--- src/rtl/core/frame_refcount_table_top_defines.svh ---
// Assertion macros shared by the frame reference count table RTL.
`ifndef FRAME_REFCOUNT_TABLE_TOP_DEFINES_SVH
`define FRAME_REFCOUNT_TABLE_TOP_DEFINES_SVH

// Same-cycle implication, disabled while reset is low.
`define FRT_ASSERT_NOW(label, clk, rst_n, ante, cons) \
    label: assert property (@(posedge clk) disable iff (!(rst_n)) (ante) |-> (cons)) \
        else $error("frame_refcount_table: same-cycle check failed");

// Next-cycle implication, disabled while reset is low.
`define FRT_ASSERT_NEXT(label, clk, rst_n, ante, cons) \
    label: assert property (@(posedge clk) disable iff (!(rst_n)) (ante) |=> (cons)) \
        else $error("frame_refcount_table: next-cycle check failed");

`endif

--- src/rtl/core/frt_pkg.sv ---
// Shared types and constants of the frame reference count table.
`timescale 1ns / 1ps

package frt_pkg;

    localparam int FRAMES_DEF       = 65536;
    localparam int PAGE_SHIFT_DEF   = 12;
    localparam int ADDRESS_BITS_DEF = 48;

    localparam int FRAME_COUNT_W = 17;
    localparam int COUNT_W       = 16;
    localparam int CMD_W         = 3;
    localparam int STATUS_W      = 3;
    localparam int APB_ADDR_W    = 5;
    localparam int APB_DATA_W    = 64;

    typedef enum logic [CMD_W-1:0] {
        CMD_EARLY_ALLOC = 3'd0,
        CMD_MARK_ALLOC  = 3'd1,
        CMD_REFERENCE   = 3'd2,
        CMD_DEREFERENCE = 3'd3,
        CMD_QUERY       = 3'd4
    } t_cmd;

    typedef enum logic [STATUS_W-1:0] {
        ST_OK      = 3'd0,
        ST_RANGE   = 3'd1,
        ST_UNDER   = 3'd2,
        ST_EXHAUST = 3'd3,
        ST_OVER    = 3'd4
    } t_status;

    // Register index taken from the doubleword address bits.
    typedef enum logic [1:0] {
        REG_FRAME_COUNT = 2'd0,
        REG_EARLY_BASE  = 2'd1,
        REG_EARLY_END   = 2'd2
    } t_reg;

    typedef enum logic {
        ALU_ADD = 1'b0,
        ALU_SUB = 1'b1
    } t_alu_op;

endpackage

--- src/rtl/core/frt_alu.sv ---
// Shared adder/subtractor; on subtract the carry out reports a >= b.
`timescale 1ns / 1ps

module frt_alu #(
    parameter int WIDTH = 49
) (
    input  frt_pkg::t_alu_op i_op,
    input  logic [WIDTH-1:0] i_a,
    input  logic [WIDTH-1:0] i_b,
    output logic [WIDTH:0]   o_sum
);

    logic [WIDTH-1:0] w_b;
    logic [WIDTH:0]   w_cin;

    always_comb begin
        w_b   = (i_op == frt_pkg::ALU_SUB) ? ~i_b : i_b;
        w_cin = (i_op == frt_pkg::ALU_SUB) ? (WIDTH+1)'(1) : '0;
        o_sum = {1'b0, i_a} + {1'b0, w_b} + w_cin;
    end

endmodule

--- config.mk ---
export PLATFORM = sky130hd
export DESIGN_NAME = frt_alu
export DESIGN_NICKNAME = d
export VERILOG_FILES = /design/src/rtl/core/frame_refcount_table_top_defines.svh /design/src/rtl/core/frt_pkg.sv /design/src/rtl/core/frt_alu.sv
export SDC_FILE = /design/constraint.sdc
export NUM_CORES = 1
export LEC_CHECK = 0
export ABC_AREA = 1
export BUFFER_PORTS_ARGS = -buffer_cell sky130_fd_sc_hd__buf_2
export CORE_MARGIN = 4
export CORE_UTILIZATION = 40
export DETAILED_ROUTE_END_ITERATION = 7
export PLACE_DENSITY = 0.72
export SYNTH_ARGS = -nofsm -noshare
export SYNTH_HDL_FRONTEND = slang
export SYNTH_SLANG_ARGS = --single-unit
--- constraint.sdc ---
create_clock -name vclk -period 2.96
set_input_delay 0.592 -clock vclk [all_inputs]
set_output_delay 0.592 -clock vclk [all_outputs]
set_load 0.005 [all_outputs]
Yosys cells after proc, flatten, opt, wreduce, memory -nomap -nowiden
Cells that the tools add are included.

word-level totals
  bits in registers = 0
  output and inout port bits = 50

operators by class
  $add $sub $neg = 2
  mux-type cells = 2
  bitwise gates (word level) = 1

operators by type and width
  kind                     count
  adder 49 x 49 -> 50 bit  1
  adder 50 bit             1
  two-way mux 49 bit       1
  NOT 49 bit               1
  two-way mux 1 bit        1

Logic depth before layout (Yosys ltp)
  depth after elaboration = 4
  gate-level depth with buffers = 17
  gate-level depth less buffers = 14

Worst setup path before layout
OpenSTA, ideal clock, no wires.

  kind = input port to output port
  start = input port i_op
  end = output port o_sum[48]
  arrival time = 2.439 ns
  data required time = 2.368 ns
  slack = -0.071 ns
  stages = 15
  path buffers = 3
  path through = buf_2 -> buf_2 -> buf_4 -> xor2_1 -> ha_1 -> inv_1 -> nor3_1 -> inv_1 -> nor2_2 -> nand2_1 -> nor2_1 -> nand2_1 -> nand3_1 -> nand2_1 -> nand2_1

on the way
  word-level cells in the longest chain between the ends = 3
  elaborated cells on any way between the ends = 4

RTL lines
  item                     line           RTL
  start: declaration       frt_alu.sv:7   input frt_pkg::t_alu_op i_op,
  two-way mux 49 bit       frt_alu.sv:17  w_b = (i_op == frt_pkg::ALU_SUB) ? ~i_b : i_b;
  adder 49 x 49 -> 50 bit  frt_alu.sv:19  o_sum = {1'b0, i_a} + {1'b0, w_b} + w_cin;
  adder 50 bit *           frt_alu.sv:19
  end: declaration         frt_alu.sv:10  output logic [WIDTH:0] o_sum

Every way passes the cells marked *; elsewhere a longest branch is shown, timed or not.

Final worst setup path
  start = input port i_op
  end = output port o_sum[45]

The elaborated chain is that of the path after synthesis.

==> flow_results.xml <==
<?xml version="1.0" encoding="UTF-8"?>
<metrics>
  <group name="status">
    <metric name="status" unit="">finished with violations</metric>
    <metric name="violated_checks" unit="">design-rule violations, negative setup slack</metric>
  </group>
  <group name="layout">
    <metric name="final.clkbuf_count" unit="">0</metric>
    <metric name="synthToLayoutAreaGrowth" unit="%">94.5</metric>
    <metric name="fillCellCount" unit="">610</metric>
    <metric name="nNetsFinal" unit="">1398</metric>
    <metric name="seq_cell_count" unit="">0</metric>
    <metric name="post_route_cells_drive_above_1_share" unit="">0.584</metric>
    <metric name="final_design_area_no_fill" unit="sq um">9190</metric>
    <metric name="regArea" unit="sq um">0</metric>
  </group>
  <group name="global_route">
    <metric name="grt.overflow.total" unit="">0</metric>
    <metric name="grt_first_pass_wirelength" unit="mm">29.6</metric>
    <metric name="track_usage" unit="">0.271</metric>
    <metric name="grt_pass1_vias" unit="">6270</metric>
    <metric name="grt_max_degree" unit="">22</metric>
    <metric name="antenna_violations_before_repair" unit="">1</metric>
  </group>
  <group name="logic_synthesis">
    <metric name="postSynthAreaPerCell" unit="sq um">5.02</metric>
    <metric name="synth.most_common_cell" unit="">sky130_fd_sc_hd__nand2_1</metric>
    <metric name="yosys_warnings" unit="">0</metric>
    <metric name="synthCells" unit="">942</metric>
    <metric name="yosys-top-cells-area" unit="">sky130_fd_sc_hd__nand2_1 30%, sky130_fd_sc_hd__inv_1 16%, sky130_fd_sc_hd__ha_1 14%</metric>
    <metric name="post_synth_num_cell_types" unit="">30</metric>
    <metric name="synth.largest_area_cell" unit="">sky130_fd_sc_hd__nand2_1</metric>
    <metric name="sequential_fraction_of_the_synthesis_area" unit="">0</metric>
    <metric name="mappedNetlistArea" unit="sq um">4730</metric>
    <metric name="synth.top_cells.by_count" unit="">376 x sky130_fd_sc_hd__nand2_1, 199 x sky130_fd_sc_hd__inv_1, 77 x sky130_fd_sc_hd__nor2_1, 72 x sky130_fd_sc_hd__xor2_1, 53 x sky130_fd_sc_hd__ha_1</metric>
    <metric name="netlist.area_leader.share" unit="">0.299</metric>
    <metric name="synthesis.nets" unit="">1095</metric>
  </group>
  <group name="power">
    <metric name="clock_power_share" unit="">0</metric>
    <metric name="internal_power" unit="mW">1.32</metric>
    <metric name="swShare" unit="">0.591</metric>
    <metric name="switching_power" unit="mW">1.91</metric>
    <metric name="total_leakage_power" unit="nW">4.95</metric>
    <metric name="power_density" unit="nW/um^2">352</metric>
    <metric name="pwr-share-seq" unit="">0</metric>
    <metric name="power_frac_comb" unit="">1.000</metric>
    <metric name="peakVddDrop" unit="V">0.000211</metric>
  </group>
  <group name="placed_design">
    <metric name="placement.cell_area" unit="sq um">6410</metric>
    <metric name="port_buffers" unit="">149</metric>
    <metric name="place_worst_setup_slack" unit="ps">-319</metric>
    <metric name="detailedPlacementHpwl" unit="mm">15.9</metric>
    <metric name="globalplace.congestion" unit="">1.04</metric>
  </group>
  <group name="drt">
    <metric name="drt_wl_total" unit="mm">34.9</metric>
    <metric name="remaining_drc_errors" unit="">24</metric>
    <metric name="first_iter_violations" unit="">1385</metric>
    <metric name="post_drt_via_cell_ratio" unit="">6.22</metric>
    <metric name="post_drt_wl_per_cell" unit="um">25.2</metric>
    <metric name="ant_nets" unit="">0</metric>
    <metric name="drt_pass1_iterations" unit="">8</metric>
    <metric name="dr_total_vias" unit="">8630</metric>
  </group>
  <group name="timing">
    <metric name="max_freq" unit="MHz">274</metric>
    <metric name="timing_hold_violations_final" unit="">0</metric>
    <metric name="unrepaired_setup_endpoints_after_global_routing" unit="">true</metric>
    <metric name="timing.final.crit_share" unit="">1.23</metric>
    <metric name="setup_viol_count_final" unit="">46</metric>
    <metric name="final.setup.worst_slack" unit="ps">-694</metric>
    <metric name="slew_headroom" unit="">0.579</metric>
    <metric name="timing_max_transition_violations_final" unit="">0</metric>
    <metric name="period_needed" unit="ps">3650</metric>
    <metric name="worst_slew_pin_slew" unit="ps">630</metric>
  </group>
  <group name="worst_setup_path">
    <metric name="critical_path.endpoint_type" unit="">output port</metric>
    <metric name="critPathBufInv" unit="">4</metric>
    <metric name="critical_path_required" unit="ps">2370</metric>
    <metric name="worst_ep_arrival_time" unit="ps">3060</metric>
    <metric name="worstPathMaxFanout" unit="">5</metric>
    <metric name="crit_chain" unit="">buf_16 &gt; clkbuf_16 &gt; xor2_1 &gt; ha_1 &gt; nand2_2 &gt; inv_2 &gt; nand2_4 &gt; nor2_2 &gt; nand2_1 &gt; nor2_1 &gt; nand2_2 &gt; nand3_1 &gt; nand2_1 &gt; nand2_1 &gt; buf_2</metric>
    <metric name="timing.critical_path.slowest_cell_delay" unit="ps">520</metric>
    <metric name="crit_path_top_delay_cell" unit="">sky130_fd_sc_hd__xor2_1</metric>
    <metric name="worst-path-stages" unit="">15</metric>
    <metric name="family_of_cells_with_the_greatest_summed_delay_on_the_critical_path" unit="">simple AND/OR/NAND/NOR gates</metric>
    <metric name="critPathLaunchType" unit="">input pin</metric>
    <metric name="crit_end" unit="">o_sum[45]</metric>
    <metric name="critical_path.most_common_cell" unit="">sky130_fd_sc_hd__nand2_1</metric>
    <metric name="timing_worst_setup_path_type" unit="">input pin to output port</metric>
    <metric name="worst_setup_path_startpoint" unit="">i_op</metric>
  </group>
  <group name="die">
    <metric name="die_area" unit="sq um">13600</metric>
    <metric name="die_w" unit="um">117</metric>
    <metric name="top_level_ports" unit="">149</metric>
    <metric name="coreArea" unit="sq um">11500</metric>
    <metric name="fp.dieH" unit="um">117</metric>
    <metric name="std_cell_rows" unit="">39</metric>
    <metric name="floorplan.initialDensity" unit="">0.412</metric>
  </group>
  <group name="run">
    <metric name="drv.max_cap_violation_count" unit="">0</metric>
  </group>
  <group name="worst_hold_path">
    <metric name="hp-class" unit="">input pin to output port</metric>
  </group>
</metrics>
-- cell usage in the layout, fill, tap and decap left out, types with 11 or more instances in the layout --
| cell type | instances |
|---|---|
| sky130_fd_sc_hd__inv_2 | 56 |
| sky130_fd_sc_hd__nand2_1 | 217 |
| sky130_fd_sc_hd__a21oi_2 | 23 |
| sky130_fd_sc_hd__nand2_4 | 57 |
| sky130_fd_sc_hd__ha_4 | 27 |
| sky130_fd_sc_hd__xor2_4 | 12 |
| sky130_fd_sc_hd__nor2_2 | 24 |
| sky130_fd_sc_hd__inv_1 | 136 |
| sky130_fd_sc_hd__nand3_2 | 11 |
| sky130_fd_sc_hd__buf_4 | 125 |
| sky130_fd_sc_hd__nor2_1 | 26 |
| sky130_fd_sc_hd__buf_6 | 23 |
| sky130_fd_sc_hd__nor2_4 | 37 |
| sky130_fd_sc_hd__xor2_1 | 43 |
| sky130_fd_sc_hd__a21oi_1 | 11 |
| sky130_fd_sc_hd__nand2_2 | 111 |
| sky130_fd_sc_hd__ha_1 | 20 |
| sky130_fd_sc_hd__nand4_1 | 12 |
| sky130_fd_sc_hd__nand3_1 | 25 |
| sky130_fd_sc_hd__buf_2 | 148 |
| sky130_fd_sc_hd__xor2_2 | 17 |
-- metrics by stage --
step	cells	power, mW	TNS [ps]	utilization	hold slack [ps]
2_1_floorplan	942	1.05	0	-	1340
3_3_place_gp	1328	1.87	-7420	0.559	1550
3_5_place_dp	1328	1.88	-8250	0.559	1550
4_1_cts	1356	2.13	-3230	0.620	1590
5_1_grt	1387	3.32	-17620	0.801	1640
6_report	1387	3.23	-16190	0.801	1620
-- power groups by stage --
stage	logic, mW	registers, mW	clock network, mW
floorplan	1.05	0	0
global placement	1.87	0	0
detailed placement	1.88	0	0
CTS	2.13	0	0
global route	3.32	0	0.0000000452
finish	3.23	0	0.0000000453
-- layer usage --
metal / part of all wire / vias to the layer above / global-route usage
met5: 0.00080 / - / 0
met4: 0.12 / 2 / 0.0489
met1: 0.32 / 3827 / 0.375
met3: 0.15 / 398 / 0.0104
met2: 0.41 / 983 / 0.473
li1: - / 3420 / -
-- logic make-up (layout without fill, tap and decap cells) --
group / count (synthesis) / in the layout / share of synthesized area
buffers and inverters: 206 / 507 / 0.166
other: 0 / 1 / 0
AO/OA/AOI/OAI: 55 / 55 / 0.0633
adder cells (fa/ha/maj): 54 / 54 / 0.145
AND/OR/NAND/NOR: 548 / 548 / 0.480
XOR/XNOR: 79 / 79 / 0.146
-- timing repair --
| item | CTS | global route |
|---|---|---|
| resized for setup | 149 | 426 |
| cloned | 2 | 5 |
| setup buffers | 26 | 27 |
| pin swaps | 77 | 204 |
| hold buffers | 0 | 0 |
| setup endpoints to repair | 45 | 45 |
-- worst min path at each step --
stage / start / endpoint / slack [ps] / depth (start not counted)
floorplan: i_a[1] / o_sum[1] / 1340 / 1
global placement: i_a[1] / o_sum[1] / 1550 / 3
detailed placement: i_a[1] / o_sum[1] / 1550 / 3
CTS: i_a[1] / o_sum[1] / 1590 / 3
global route: i_a[1] / o_sum[1] / 1640 / 3
finish: i_b[0] / o_sum[0] / 1620 / 5
-- cell type report --
class / instances / area [sq um] / share of cell area
diodes: 1 / 2.50 / 0.000272
inverters: 200 / 776 / 0.0844
multi-input cells: 736 / 6030 / 0.656
well taps: 143 / 179 / 0.0195
repair buffers: 307 / 2200 / 0.240
No activity file was read; power rests on OpenSTA's default activity.
